<file path="src/rtl/tfd_pkg.sv">
// ----------------------------------------------------------------------------
// tfd_pkg
// Constants, register codes and types shared by the fall detector modules.
// ----------------------------------------------------------------------------
`default_nettype none

package tfd_pkg;

	// ring depth and sample width
	localparam int WINDOW      = 31;
	localparam int SAMPLE_BITS = 16;

	localparam int PTR_W   = $clog2(WINDOW);
	localparam int DIFF_W  = SAMPLE_BITS + 1;
	localparam int LIM_W   = 16;
	localparam int SIDE_W  = 15;
	localparam int CNT_W   = 5;
	// compare width: holds a differential, a limit and a negated side limit
	localparam int CMP_W   = ((DIFF_W > LIM_W) ? DIFF_W : LIM_W) + 1;

	localparam int CFG_IDX_W = 3;

	// configuration register indexes
	typedef enum logic [CFG_IDX_W-1:0] {
		CFG_FWD_DIFF   = 3'd0,
		CFG_FWD_RATE   = 3'd1,
		CFG_BACK_ANGLE = 3'd2,
		CFG_BACK_DIFF  = 3'd3,
		CFG_BACK_RATE  = 3'd4,
		CFG_SIDE_DIFF  = 3'd5,
		CFG_SIDE_RATE  = 3'd6,
		CFG_DEBOUNCE   = 3'd7
	} cfg_idx_t;

	// reset values
	localparam logic signed [LIM_W-1:0] FWD_DIFF_RST   = -16'sd40;
	localparam logic signed [LIM_W-1:0] FWD_RATE_RST   = -16'sd480;
	localparam logic signed [LIM_W-1:0] BACK_ANGLE_RST = 16'sd480;
	localparam logic signed [LIM_W-1:0] BACK_DIFF_RST  = 16'sd64;
	localparam logic signed [LIM_W-1:0] BACK_RATE_RST  = 16'sd184;
	localparam logic [SIDE_W-1:0]       SIDE_DIFF_RST  = 15'd48;
	localparam logic [SIDE_W-1:0]       SIDE_RATE_RST  = 15'd440;
	localparam logic [CNT_W-1:0]        DEBOUNCE_RST   = 5'd16;

	// threshold set handed from the register file to the datapath
	typedef struct packed {
		logic signed [LIM_W-1:0] fwd_diff;
		logic signed [LIM_W-1:0] fwd_rate;
		logic signed [LIM_W-1:0] back_angle;
		logic signed [LIM_W-1:0] back_diff;
		logic signed [LIM_W-1:0] back_rate;
		logic [SIDE_W-1:0]       side_diff;
		logic [SIDE_W-1:0]       side_rate;
		logic [CNT_W-1:0]        debounce;
	} cfg_t;

endpackage

`default_nettype wire

</file>
<file path="src/rtl/tilt_fall_direction_detector.sv">
// Each input transfer passes the input register, then the result register.
// Throughput: one item per cycle while results are taken; a stalled result
// holds the input register, so the input stalls once both stages are full.
// Reset (arst_n low, asynchronous): rings and debounce counters clear to zero,
// the ring pointer to zero, thresholds return to defaults, both stages empty.
// ----------------------------------------------------------------------------
// tilt_fall_direction_detector
// Debounced forward/backward/left/right fall detection from orientation samples.
// ----------------------------------------------------------------------------
`default_nettype none

module tilt_fall_direction_detector (
	input  wire logic                                  clk,
	input  wire logic                                  arst_n,
	// configuration channel
	input  wire logic                                  cfg_valid,
	output logic                                       cfg_ready,
	input  wire logic [tfd_pkg::CFG_IDX_W-1:0]         cfg_index,
	input  wire logic [tfd_pkg::LIM_W-1:0]             cfg_data,
	// sample channel
	input  wire logic                                  in_valid,
	output logic                                       in_ready,
	input  wire logic signed [tfd_pkg::SAMPLE_BITS-1:0] roll_angle,
	input  wire logic signed [tfd_pkg::SAMPLE_BITS-1:0] pitch_angle,
	input  wire logic signed [tfd_pkg::SAMPLE_BITS-1:0] rate_x,
	input  wire logic signed [tfd_pkg::SAMPLE_BITS-1:0] rate_y,
	// result channel
	output logic                                       out_valid,
	input  wire logic                                  out_ready,
	output logic [3:0]                                 fall_mask
);
	import tfd_pkg::*;

	cfg_t cfg;

	logic                          valid_s1;
	logic signed [SAMPLE_BITS-1:0] roll_s1;
	logic signed [SAMPLE_BITS-1:0] pitch_s1;
	logic signed [SAMPLE_BITS-1:0] rate_x_s1;
	logic signed [SAMPLE_BITS-1:0] rate_y_s1;

	logic                          advance;
	logic signed [DIFF_W-1:0]      droll;
	logic signed [DIFF_W-1:0]      dpitch;

	logic signed [CMP_W-1:0] droll_c, dpitch_c, roll_c, rx_c, ry_c;
	logic signed [CMP_W-1:0] side_d_c, side_r_c;
	logic [3:0]              hit;
	logic [3:0]              reached;

	logic       out_valid_q;
	logic [3:0] fall_mask_q;

	// configuration: always ready
	assign cfg_ready = 1'b1;

	tfd_cfg u_cfg (
		.clk       (clk),
		.arst_n    (arst_n),
		.cfg_valid (cfg_valid),
		.cfg_index (cfg_index),
		.cfg_data  (cfg_data),
		.cfg       (cfg)
	);

	// stage handshake
	assign advance  = valid_s1 && (!out_valid_q || out_ready);
	assign in_ready = !valid_s1 || advance;

	// input register
	always_ff @(posedge clk or negedge arst_n) begin
		if (!arst_n) begin
			valid_s1 <= 1'b0;
		end else if (in_ready) begin
			valid_s1 <= in_valid;
		end
	end

	always_ff @(posedge clk) begin
		if (in_valid && in_ready) begin
			roll_s1   <= roll_angle;
			pitch_s1  <= pitch_angle;
			rate_x_s1 <= rate_x;
			rate_y_s1 <= rate_y;
		end
	end

	tfd_ring u_ring (
		.clk     (clk),
		.arst_n  (arst_n),
		.advance (advance),
		.roll    (roll_s1),
		.pitch   (pitch_s1),
		.droll   (droll),
		.dpitch  (dpitch)
	);

	// threshold tests on sign-extended values
	assign droll_c  = CMP_W'(droll);
	assign dpitch_c = CMP_W'(dpitch);
	assign roll_c   = CMP_W'(roll_s1);
	assign rx_c     = CMP_W'(rate_x_s1);
	assign ry_c     = CMP_W'(rate_y_s1);
	assign side_d_c = CMP_W'({1'b0, cfg.side_diff});
	assign side_r_c = CMP_W'({1'b0, cfg.side_rate});

	assign hit[0] = (droll_c <= CMP_W'(cfg.fwd_diff)) && (rx_c <= CMP_W'(cfg.fwd_rate));
	assign hit[1] = (roll_c > CMP_W'(cfg.back_angle)) && (droll_c > CMP_W'(cfg.back_diff))
		&& (rx_c > CMP_W'(cfg.back_rate));
	assign hit[2] = (dpitch_c < -side_d_c) && (ry_c < -side_r_c);
	assign hit[3] = (dpitch_c > side_d_c) && (ry_c > side_r_c);

	// one debounce counter per direction
	for (genvar d = 0; d < 4; d++) begin : g_dir
		tfd_debounce u_deb (
			.clk     (clk),
			.arst_n  (arst_n),
			.advance (advance),
			.hit     (hit[d]),
			.limit   (cfg.debounce),
			.reached (reached[d])
		);
	end

	// result register
	always_ff @(posedge clk or negedge arst_n) begin
		if (!arst_n) begin
			out_valid_q <= 1'b0;
		end else if (advance) begin
			out_valid_q <= 1'b1;
		end else if (out_ready) begin
			out_valid_q <= 1'b0;
		end
	end

	always_ff @(posedge clk) begin
		if (advance)
			fall_mask_q <= reached;
	end

	assign out_valid = out_valid_q;
	assign fall_mask = fall_mask_q;

endmodule

`default_nettype wire

</file>
<file path="src/rtl/tfd_cfg.sv">
// ----------------------------------------------------------------------------
// tfd_cfg
// Threshold register file, written by transfers on the configuration channel.
// ----------------------------------------------------------------------------
`default_nettype none

module tfd_cfg (
	input  wire logic                           clk,
	input  wire logic                           arst_n,
	input  wire logic                           cfg_valid,
	input  wire logic [tfd_pkg::CFG_IDX_W-1:0]  cfg_index,
	input  wire logic [tfd_pkg::LIM_W-1:0]      cfg_data,
	output tfd_pkg::cfg_t                       cfg
);
	import tfd_pkg::*;

	cfg_t cfg_q;

	// register writes; every transfer is taken
	always_ff @(posedge clk or negedge arst_n) begin
		if (!arst_n) begin
			cfg_q.fwd_diff   <= FWD_DIFF_RST;
			cfg_q.fwd_rate   <= FWD_RATE_RST;
			cfg_q.back_angle <= BACK_ANGLE_RST;
			cfg_q.back_diff  <= BACK_DIFF_RST;
			cfg_q.back_rate  <= BACK_RATE_RST;
			cfg_q.side_diff  <= SIDE_DIFF_RST;
			cfg_q.side_rate  <= SIDE_RATE_RST;
			cfg_q.debounce   <= DEBOUNCE_RST;
		end else if (cfg_valid) begin
			case (cfg_idx_t'(cfg_index))
				CFG_FWD_DIFF:   cfg_q.fwd_diff   <= cfg_data;
				CFG_FWD_RATE:   cfg_q.fwd_rate   <= cfg_data;
				CFG_BACK_ANGLE: cfg_q.back_angle <= cfg_data;
				CFG_BACK_DIFF:  cfg_q.back_diff  <= cfg_data;
				CFG_BACK_RATE:  cfg_q.back_rate  <= cfg_data;
				CFG_SIDE_DIFF:  cfg_q.side_diff  <= cfg_data[SIDE_W-1:0];
				CFG_SIDE_RATE:  cfg_q.side_rate  <= cfg_data[SIDE_W-1:0];
				CFG_DEBOUNCE:   cfg_q.debounce   <= cfg_data[CNT_W-1:0];
				default: begin
				end
			endcase
		end
	end

	assign cfg = cfg_q;

endmodule

`default_nettype wire

</file>
<file path="src/rtl/tfd_ring.sv">
// ----------------------------------------------------------------------------
// tfd_ring
// Roll and pitch history rings; differential against the oldest entry.
// ----------------------------------------------------------------------------
`default_nettype none

module tfd_ring (
	input  wire logic                                  clk,
	input  wire logic                                  arst_n,
	input  wire logic                                  advance,
	input  wire logic signed [tfd_pkg::SAMPLE_BITS-1:0] roll,
	input  wire logic signed [tfd_pkg::SAMPLE_BITS-1:0] pitch,
	output logic signed [tfd_pkg::DIFF_W-1:0]          droll,
	output logic signed [tfd_pkg::DIFF_W-1:0]          dpitch
);
	import tfd_pkg::*;

	localparam logic [PTR_W-1:0] LAST = PTR_W'(WINDOW - 1);

	logic signed [SAMPLE_BITS-1:0] roll_ring_q  [WINDOW];
	logic signed [SAMPLE_BITS-1:0] pitch_ring_q [WINDOW];
	logic [PTR_W-1:0]              ptr_q;
	logic [PTR_W-1:0]              ptr_new;
	logic [PTR_W-1:0]              oldest;

	// write slot and oldest slot, both wrapping
	assign ptr_new = (ptr_q == LAST) ? '0 : ptr_q + 1'b1;
	assign oldest  = (ptr_new == LAST) ? '0 : ptr_new + 1'b1;

	// oldest slot differs from the write slot, so the stored value is read
	assign droll  = DIFF_W'(roll)  - DIFF_W'(roll_ring_q[oldest]);
	assign dpitch = DIFF_W'(pitch) - DIFF_W'(pitch_ring_q[oldest]);

	// ring storage, cleared at reset
	always_ff @(posedge clk or negedge arst_n) begin
		if (!arst_n) begin
			ptr_q <= '0;
			for (int i = 0; i < WINDOW; i++) begin
				roll_ring_q[i]  <= '0;
				pitch_ring_q[i] <= '0;
			end
		end else if (advance) begin
			ptr_q                 <= ptr_new;
			roll_ring_q[ptr_new]  <= roll;
			pitch_ring_q[ptr_new] <= pitch;
		end
	end

endmodule

`default_nettype wire

</file>
<file path="src/rtl/tfd_debounce.sv">
// ----------------------------------------------------------------------------
// tfd_debounce
// Saturating up/down debounce counter with a reached flag for the next value.
// ----------------------------------------------------------------------------
`default_nettype none

module tfd_debounce (
	input  wire logic                       clk,
	input  wire logic                       arst_n,
	input  wire logic                       advance,
	input  wire logic                       hit,
	input  wire logic [tfd_pkg::CNT_W-1:0]  limit,
	output logic                            reached
);
	import tfd_pkg::*;

	logic [CNT_W-1:0] count_q;
	logic [CNT_W-1:0] count_next;

	// up while the test holds and below the limit, down to zero while it fails
	always_comb begin
		count_next = count_q;
		if (hit) begin
			if (count_q < limit)
				count_next = count_q + 1'b1;
		end else if (count_q != '0) begin
			count_next = count_q - 1'b1;
		end
	end

	assign reached = (count_next >= limit);

	always_ff @(posedge clk or negedge arst_n) begin
		if (!arst_n) begin
			count_q <= '0;
		end else if (advance) begin
			count_q <= count_next;
		end
	end

endmodule

`default_nettype wire

</file>
<file path="config.mk">
export PLATFORM = sky130hd
export DESIGN_NAME = tilt_fall_direction_detector
export DESIGN_NICKNAME = d
export VERILOG_FILES = /design/src/rtl/tfd_pkg.sv /design/src/rtl/tilt_fall_direction_detector.sv /design/src/rtl/tfd_cfg.sv /design/src/rtl/tfd_ring.sv /design/src/rtl/tfd_debounce.sv
export SDC_FILE = /design/constraint.sdc
export NUM_CORES = 2
export LEC_CHECK = 0
export ABC_AREA = 1
export BUFFER_PORTS_ARGS = -buffer_cell sky130_fd_sc_hd__buf_4
export CORE_ASPECT_RATIO = 1.1
export CORE_MARGIN = 5
export CORE_UTILIZATION = 39
export CTS_CLUSTER_DIAMETER = 200
export DETAILED_ROUTE_END_ITERATION = 16
export GPL_TIMING_DRIVEN = 0
export SETUP_SLACK_MARGIN = 0.1
export SKIP_LAST_GASP = 1
export SLEW_MARGIN = 40
export SYNTH_ARGS = -nofsm -noshare
export SYNTH_HDL_FRONTEND = slang
export SYNTH_SLANG_ARGS = --single-unit
export TNS_END_PERCENT = 5
</file>
<file path="constraint.sdc">
create_clock -name clk -period 7.5 [get_ports clk]
set_clock_uncertainty 0.1 [all_clocks]
set_input_delay 2.25 -clock clk [delete_from_list [all_inputs] [get_ports clk]]
set_output_delay 2.25 -clock clk [all_outputs]
set_load 0.05 [all_outputs]
</file>
### Word-level counts from Yosys, hierarchy flattened

Cells that the tools add are included.

| storage, ports and cells | value |
|---|---|
| register bits | 1202 |
| input port bits | 88 |
| output and inout bits | 7 |
| word-level logic and storage cells | 179 |

| cells by class | value |
|---|---|
| $add $sub $neg | 14 |
| order comparisons | 20 |
| eq/ne operators | 9 |
| multiplexer cells | 26 |
| bitwise logic cells | 2 |
| reductions and logical operators | 26 |

Operators with widths:

| cell | number |
|---|---|
| $bwmux 496 | 2 |
| $bmux 16 s5 | 2 |
| $demux 16 s5 | 1 |
| $mux 16 | 5 |
| $mux 5 | 14 |
| $gt 16x16->1 | 3 |
| $neg 15->18 | 2 |
| $gt 17x16->1 | 2 |
| $sub 16x16->17 | 2 |
| $add 5x1->5 const B | 6 |
| $ge 5x5->1 | 4 |
| $lt 5x5->1 | 4 |
| $reduce_bool 5->1 | 4 |
| $sub 5x1->5 const B | 4 |
| $lt 16x18->1 | 1 |
| $lt 17x18->1 | 1 |
| $le 17x16->1 | 1 |
| $le 16x16->1 | 1 |
| $reduce_and 2->1 | 8 |
| $eq 3x3->1 const B | 4 |
| $ge 6x6->1 const B | 2 |
| $not 5->6 | 2 |
| $eq 5x5->1 const B | 2 |
| $logic_and 1x1->1 | 8 |
| 8 further kinds | 12 |

### Depth between registers and ports, before layout

| depth | value |
|---|---|
| depth in word-level cells | 14 |
| depth in mapped cells | 53 |
| depth with buffers taken out | 50 |

### By module

A second synthesis with hierarchy kept.

| second synthesis, totals | value |
|---|---|
| cell total of the unflattened synthesis | 8177 |
| area, all modules | 63946.3 um2 |

Modules (own cells, without submodules):

| module | instances | cells each | area each (um2) | sequential area each (um2) |
|---|---|---|---|---|
| tfd_ring | 1 | 6396 | 49672.6 | 24948.9 |
| tilt_fall_direction_detector | 1 | 811 | 6565.0 | 2092.0 |
| tfd_cfg | 1 | 514 | 4625.7 | 2924.1 |
| tfd_debounce | 4 | 114 | 770.7 | 125.1 |

### Worst setup path after synthesis

OpenSTA, ideal clock, no wires.

| timing path | value |
|---|---|
| kind | reg2reg |
| start point | register u_ring.ptr_q[0] |
| end point | register fall_mask_q[1] (netlist: fall_mask[1]) (data pin) |
| library setup time | 259 ps |
| arrival time | 7011 ps |
| required time | 7141 ps |
| path slack | 130 ps |
| stages on the path, launching flop included | 53 |
| buffers on the path | 4 |
| period minus slack after synthesis | 7370 ps |
| cells stage by stage | dfrtp_1 inv_1 ha_1 nand4_2 inv_1 nor2_1 inv_1 buf_2 clkbuf_1 ha_1 nand2_4 nand2_4 buf_6 buf_2 or2_2 o211ai_1 o211ai_1 nand2_1 (+17 left out) o21ai_0 a21oi_1 a211oi_1 nand3_1 o21ai_0 nand2_1 nor2_1 nand2_1 nand3_1 nand2_1 inv_1 ha_1 inv_1 nand2_1 a21oi_1 o21bai_1 a21oi_1 o21bai_1 |

| between the ends | value |
|---|---|
| word-level cells in the longest chain between the ends | 14 |
| elaborated cells between the ends (all ways) | 16 |
| those cells by class | 3 x add/sub; 2 x order compare; 2 x eq/ne; 6 x mux; 1 x bitwise; 2 x reduce/logical |

Ends and longest elaborated chain:

| what | RTL line | RTL |
|---|---|---|
| from (decl) | tfd_ring.sv:22 | `logic [PTR_W-1:0] ptr_q;` |
| from (signal assigned) | tfd_ring.sv:43 | `ptr_q <= ptr_new;` |
| $add 5x1->5 or $eq 5x5->1 (tied branches) | tfd_ring.sv:27 | `assign ptr_new = (ptr_q == LAST) ? '0 : ptr_q + 1'b1;` |
| $mux 5 * | tfd_ring.sv:27 |  |
| named net u_ring.ptr_new[0] | tfd_ring.sv:23 | `logic [PTR_W-1:0] ptr_new;` |
| $add 5x1->5 or $eq 5x5->1 (tied branches) | tfd_ring.sv:28 | `assign oldest = (ptr_new == LAST) ? '0 : ptr_new + 1'b1;` |
| $mux 5 * | tfd_ring.sv:28 |  |
| $not 5->6 (implied by the code) * | tfd_ring.sv:31 | `assign droll = DIFF_W'(roll) - DIFF_W'(roll_ring_q[oldest]);` |
| $bmux 16 s5 * | tfd_ring.sv:31 |  |
| $mux 16 (implied by the code) * (2 in series) | tfd_ring.sv:31 |  |
| $sub 16x16->17 * | tfd_ring.sv:31 |  |
| $gt 17x16->1 * | tilt_fall_direction_detector.sv:108 | `assign hit[1] = (roll_c > CMP_W'(cfg.back_angle)) && (droll_c > CMP_W'(cfg.back_diff))` |
| $logic_and 1x1->1 * | tilt_fall_direction_detector.sv:108 |  |
| $logic_and 1x1->1 * | tilt_fall_direction_detector.sv:109 | `&& (rx_c > CMP_W'(cfg.back_rate));` |
| $mux 5 * | tfd_debounce.sv:23 | `if (hit) begin` |
| $ge 5x5->1 * | tfd_debounce.sv:31 | `assign reached = (count_next >= limit);` |
| named net g_dir[1].u_deb.reached | tfd_debounce.sv:13 | `output logic reached` |
| to (signal assigned) | tilt_fall_direction_detector.sv:138 | `fall_mask_q <= reached;` |
| to (decl) | tilt_fall_direction_detector.sv:52 | `logic [3:0] fall_mask_q;` |

The timed path passes the listed nets; every way through them passes the cells marked *. The select of a mux whose other input is x is not followed.
A chain may end at the register's enable or synchronous reset.

### Final worst setup path

| timing path | value |
|---|---|
| start point | register u_ring.ptr_q[0] |
| end point | register fall_mask_q[0] (netlist: fall_mask[0]) (data pin) |

| between the ends | value |
|---|---|
| word-level cells in the longest chain between the ends | 13 |
| elaborated cells between the ends (all ways) | 15 |
| those cells by class | 3 x add/sub; 2 x order compare; 2 x eq/ne; 6 x mux; 1 x bitwise; 1 x reduce/logical |

Ends and longest elaborated chain:

| what | RTL line | RTL |
|---|---|---|
| $add 5x1->5 or $eq 5x5->1 (tied branches) | tfd_ring.sv:27 |  |
| $mux 5 * | tfd_ring.sv:27 |  |
| named net u_ring.ptr_new[0] | tfd_ring.sv:23 |  |
| $add 5x1->5 or $eq 5x5->1 (tied branches) | tfd_ring.sv:28 |  |
| $mux 5 * | tfd_ring.sv:28 |  |
| $not 5->6 (implied by the code) * | tfd_ring.sv:31 |  |
| $bmux 16 s5 * | tfd_ring.sv:31 |  |
| $mux 16 (implied by the code) * (2 in series) | tfd_ring.sv:31 |  |
| $sub 16x16->17 * | tfd_ring.sv:31 |  |
| $le 17x16->1 * | tilt_fall_direction_detector.sv:107 | `assign hit[0] = (droll_c <= CMP_W'(cfg.fwd_diff)) && (rx_c <= CMP_W'(cfg.fwd_rate));` |
| $logic_and 1x1->1 * | tilt_fall_direction_detector.sv:107 |  |
| $mux 5 * | tfd_debounce.sv:23 |  |
| $ge 5x5->1 * | tfd_debounce.sv:31 |  |
| named net g_dir[0].u_deb.reached | tfd_debounce.sv:13 |  |

Marked as above.

==> key figures <==
Critical path
  • Crit path DAT: 8.03 ns
  • Slowest CP cell: dfrtp_2
  • CP startpoint: u_ring.ptr_q[0]
  • R2R cell count: 43
  • Delay-heaviest family, CP: simple AND/OR/NAND/NOR gates
  • WP data required: 7.96 ns
  • FF-to-FF End: fall_mask[0]
  • Crit-path most repeated cell: buf_4
  • CP bufs+invs: 15
  • Worst Setup End Kind: flip-flop
  • Launch point of the worst reg-to-reg path: u_ring.ptr_q[0]
  • Critical path peak fanout: 10
  • FF-to-FF setup slack: -0.07 ns
  • Crit start category: flip-flop
  • CP Depth: 43
  • Kind of critical path: flip-flop to flip-flop
  • Crit path to: fall_mask[0]
  • Max stage delay on crit path: ~0.39 ns

Die
  • Row count: 150
  • DIE WIDTH: 383 microns
  • Die Height: 420 microns
  • Io pins: 95
  • CORE AREA: 152000 sq um
  • Die ar.: between 150000 and 200000 sq um
  • Starting Density: roughly two fifths

Synthesis
  • Cell taking the most area after synthesis: dfrtp_1
  • Post-synth top area share: 46.1%
  • Netlist cell types: 55
  • Synth area leaders: dfrtp_1 (46%), o21ai_0 (11%), nand2_1 (10%), ha_1 (4.7%), o211ai_1 (4.4%)
  • Synthesized cell area: 59600 sq um
  • Mapped Cells: slightly below 7000
  • Post-Syn Nets: 7232
  • Post-synth top flop: dfrtp_1
  • Syn_area_per_cell: 8.61 sq um
  • Seq/Total Area, Yosys: around half
  • Number of enable flip-flop cells after synthesis: 68
  • Yosys reg bits: 1202
  • Asr flop ratio synth: 94.3%
  • Synth Warn #: 0

STA
  • Slew Viols, Final: 0
  • Post-layout min period: 7.57 ns
  • Worst relative slew slack: between 30 and 40%
  • Worst slew pin tran: 1.03 ns
  • RSZ-0062 raised after global routing: yes
  • Setup-failing EPs final: 1
  • Tcrit/Tclk final: 101%
  • Fmax: 132 MHz
  • Final hold vios: 0
  • Final Worst Setup Slack: -0.0697 ns

Clocking
  • Clock tree buffer depth: 3
  • Clk sinks: around 1200
  • H-tree levels: 4
  • CTS Hold Bufs: 0
  • Worst skew pair latency: between 0.8 and 0.9 ns
  • CTS Buf Count: between 100 and 150
  • Clock transition at path regs: 0.06 ns
  • CTS Root Buffer Type: clkbuf_16
  • CTS tree: yes

Cells and area
  • Share of cells above drive strength 1: 13.5%
  • Layout Cells excl Fill: between 9000 and 10000
  • Layout Nets: 7575
  • Layout fillers: between 10000 and 15000
  • Area Overhead vs Synth: 19.5%

Outcome
  • Status: finished, violations left
  • Failing checks: negative setup slack

Global route
  • GRT Total Usage: 31.7%
  • Vias in the first global route: 53300
  • Initial antenna violation count: 14
  • Largest net degree at the start of global routing: 115
  • First-pass GRT wire length: 371000 microns
  • Grt ovf: 0

Route
  • DRC Markers: 0
  • WL final: 259000 microns
  • DR WL/cell: 27.7 microns
  • Post-DRT Antenna Nets: 0
  • Total iterations of the first detailed-routing run: 8
  • Vias: 54900
  • Via density: 5.86
  • Iter 0 DRT Violations: about 5800

Placement
  • Dpl ws: -2.83 ns
  • IO buf count: 93
  • Placer Congestion: 1.04
  • Placed Instances: 8998
  • Post-DP HPWL: approximately 190000 microns

Hold path
  • Hold path start: u_ring.pitch_ring_q[441]
  • Hold/Removal Path Class: flip-flop to flip-flop
  • Hold path cells: 2

Flow run
  • Max-cap violations: 0
metrics by stage:
stage               utilization [%]  cell area, sq um  setup TNS (ns)  hold slack, ns
floorplan                         -             59600               0           0.345
detailed placement             41.6             63200          -42.06           0.365
finish                         46.9             71100         -0.0697           0.373
CTS                            46.3             70300               0           0.380
global route                   46.8             71100          -0.982           0.389
global placement               41.3             62700               -           0.359
flip-flops by register name, summed over array words and instances, names as in the netlist:
register / cells
out_valid: 1
u_cfg.cfg: 115
u_ring.pitch_ring_q: 496
rate_x_s1: 16
u_ring.roll_ring_q: 496
rate_y_s1: 16
pitch_s1: 16
fall_mask: 4
u_ring.ptr_q: 5
g_dir.u_deb.count_q: 20
valid_s1: 1
roll_s1: 16
worst min path at each step:
stage | end | slack [ns]
2_1_floorplan | u_ring.pitch_ring_q[145] | 0.35
6_report | u_ring.pitch_ring_q[441] | 0.37
4_1_cts | u_ring.pitch_ring_q[346] | 0.38
3_3_place_gp | u_ring.pitch_ring_q[470] | 0.36
3_5_place_dp | u_ring.pitch_ring_q[346] | 0.37
5_1_grt | u_ring.roll_ring_q[116] | 0.39
kinds of logic (layout without fill, tap and decap cells):
kind of cell | Yosys count | in the layout | synth area share (%)
xor gates and xnor gates | 77 | 77 | 1.13
other | 1 | 14 | 0.00630
muxes | 1 | 1 | 0.0168
DFF | 1202 | 1202 | 51.2
and+or+nand+nor | 2605 | 2605 | 18.8
buffers and inverters | 875 | 1330 | 5.88
AOI/OAI and AO/OA | 1927 | 1927 | 18.2
adders and majority gates | 228 | 228 | 4.82
layer usage:
metal | global-route usage, % | vias to the layer above | wire (microns) | share of wire [%]
li1 | - | 24100 | - | -
met2 | 48.7 | 2700 | 114000 | 44
met1 | 38.7 | 27200 | 98000 | 38
met4 | 23.6 | 4 | 23600 | 9.1
met5 | 0 | - | 23 | 0.0089
met3 | 7.87 | 789 | 24000 | 9.3
worst register-to-register path, delay by kind of cell (launching register included):
| family | cells | cell delay (ns) |
|---|---|---|
| and+or+nand+nor | 13 | 2.13 |
| buffers and inverters | 15 | 1.78 |
| AOI/OAI and AO/OA | 10 | 1.66 |
| adders and majority gates | 5 | 1.25 |
| DFF | 1 | 0.39 |
cell usage after synthesis, types with 71 or more instances:
library cell     n
nand2_1       1598
o21ai_0       1315
dfrtp_1       1097
nand3_1        398
clkbuf_1       389
o211ai_1       351
inv_1          347
nor2_1         237
ha_1           226
or2_1          181
a21oi_1        135
buf_2           80
or2_2           71
final cells by class:
cell class | count | area [sq um] | share of cell area, %
Antenna cell | 13 | 32.5 | 0.0457
Buffer | 517 | 3160 | 4.44
Clock buffer | 199 | 4160 | 5.84
Clock inverter | 55 | 666 | 0.936
Inverter | 356 | 1380 | 1.94
Multi-Input combinational cell | 4839 | 26800 | 37.7
Sequential cell | 1202 | 30500 | 42.8
Tap cell | 1976 | 2470 | 3.48
Timing Repair Buffer | 203 | 1990 | 2.79
layout by cell type (no fill, tap or decap), types with 37 or more instances in the layout:
| cell type | Yosys | routed |
|---|---|---|
| dfstp_2 | 37 | 37 |
| nand4_1 | 37 | 37 |
| nor2_1 | 237 | 225 |
| clkbuf_8 | 0 | 40 |
| inv_1 | 347 | 335 |
| buf_4 | 14 | 208 |
| nand3_2 | 2 | 59 |
| clkbuf_16 | 0 | 152 |
| ha_1 | 226 | 204 |
| or2_1 | 181 | 181 |
| a21oi_1 | 135 | 119 |
| dfrtp_1 | 1097 | 1096 |
| nand3_1 | 398 | 324 |
| nand2_1 | 1598 | 1567 |
| xor2_1 | 60 | 58 |
| or2_2 | 71 | 71 |
| clkbuf_2 | 8 | 71 |
| o211ai_1 | 351 | 351 |
| o21ai_0 | 1315 | 1295 |
| edfxtp_1 | 68 | 68 |
| clkbuf_1 | 389 | 306 |
repair_timing:
action                                  in CTS  in global routing
gates cloned                                 4                  2
endpoints found under the setup margin      24                  4
pin swaps                                  107                100
gates resized for setup                    470                130
setup buffers                               52                 37
Power is not shown: default switching activity piles up to over one toggle a cycle in this logic, so the estimate is an artifact.
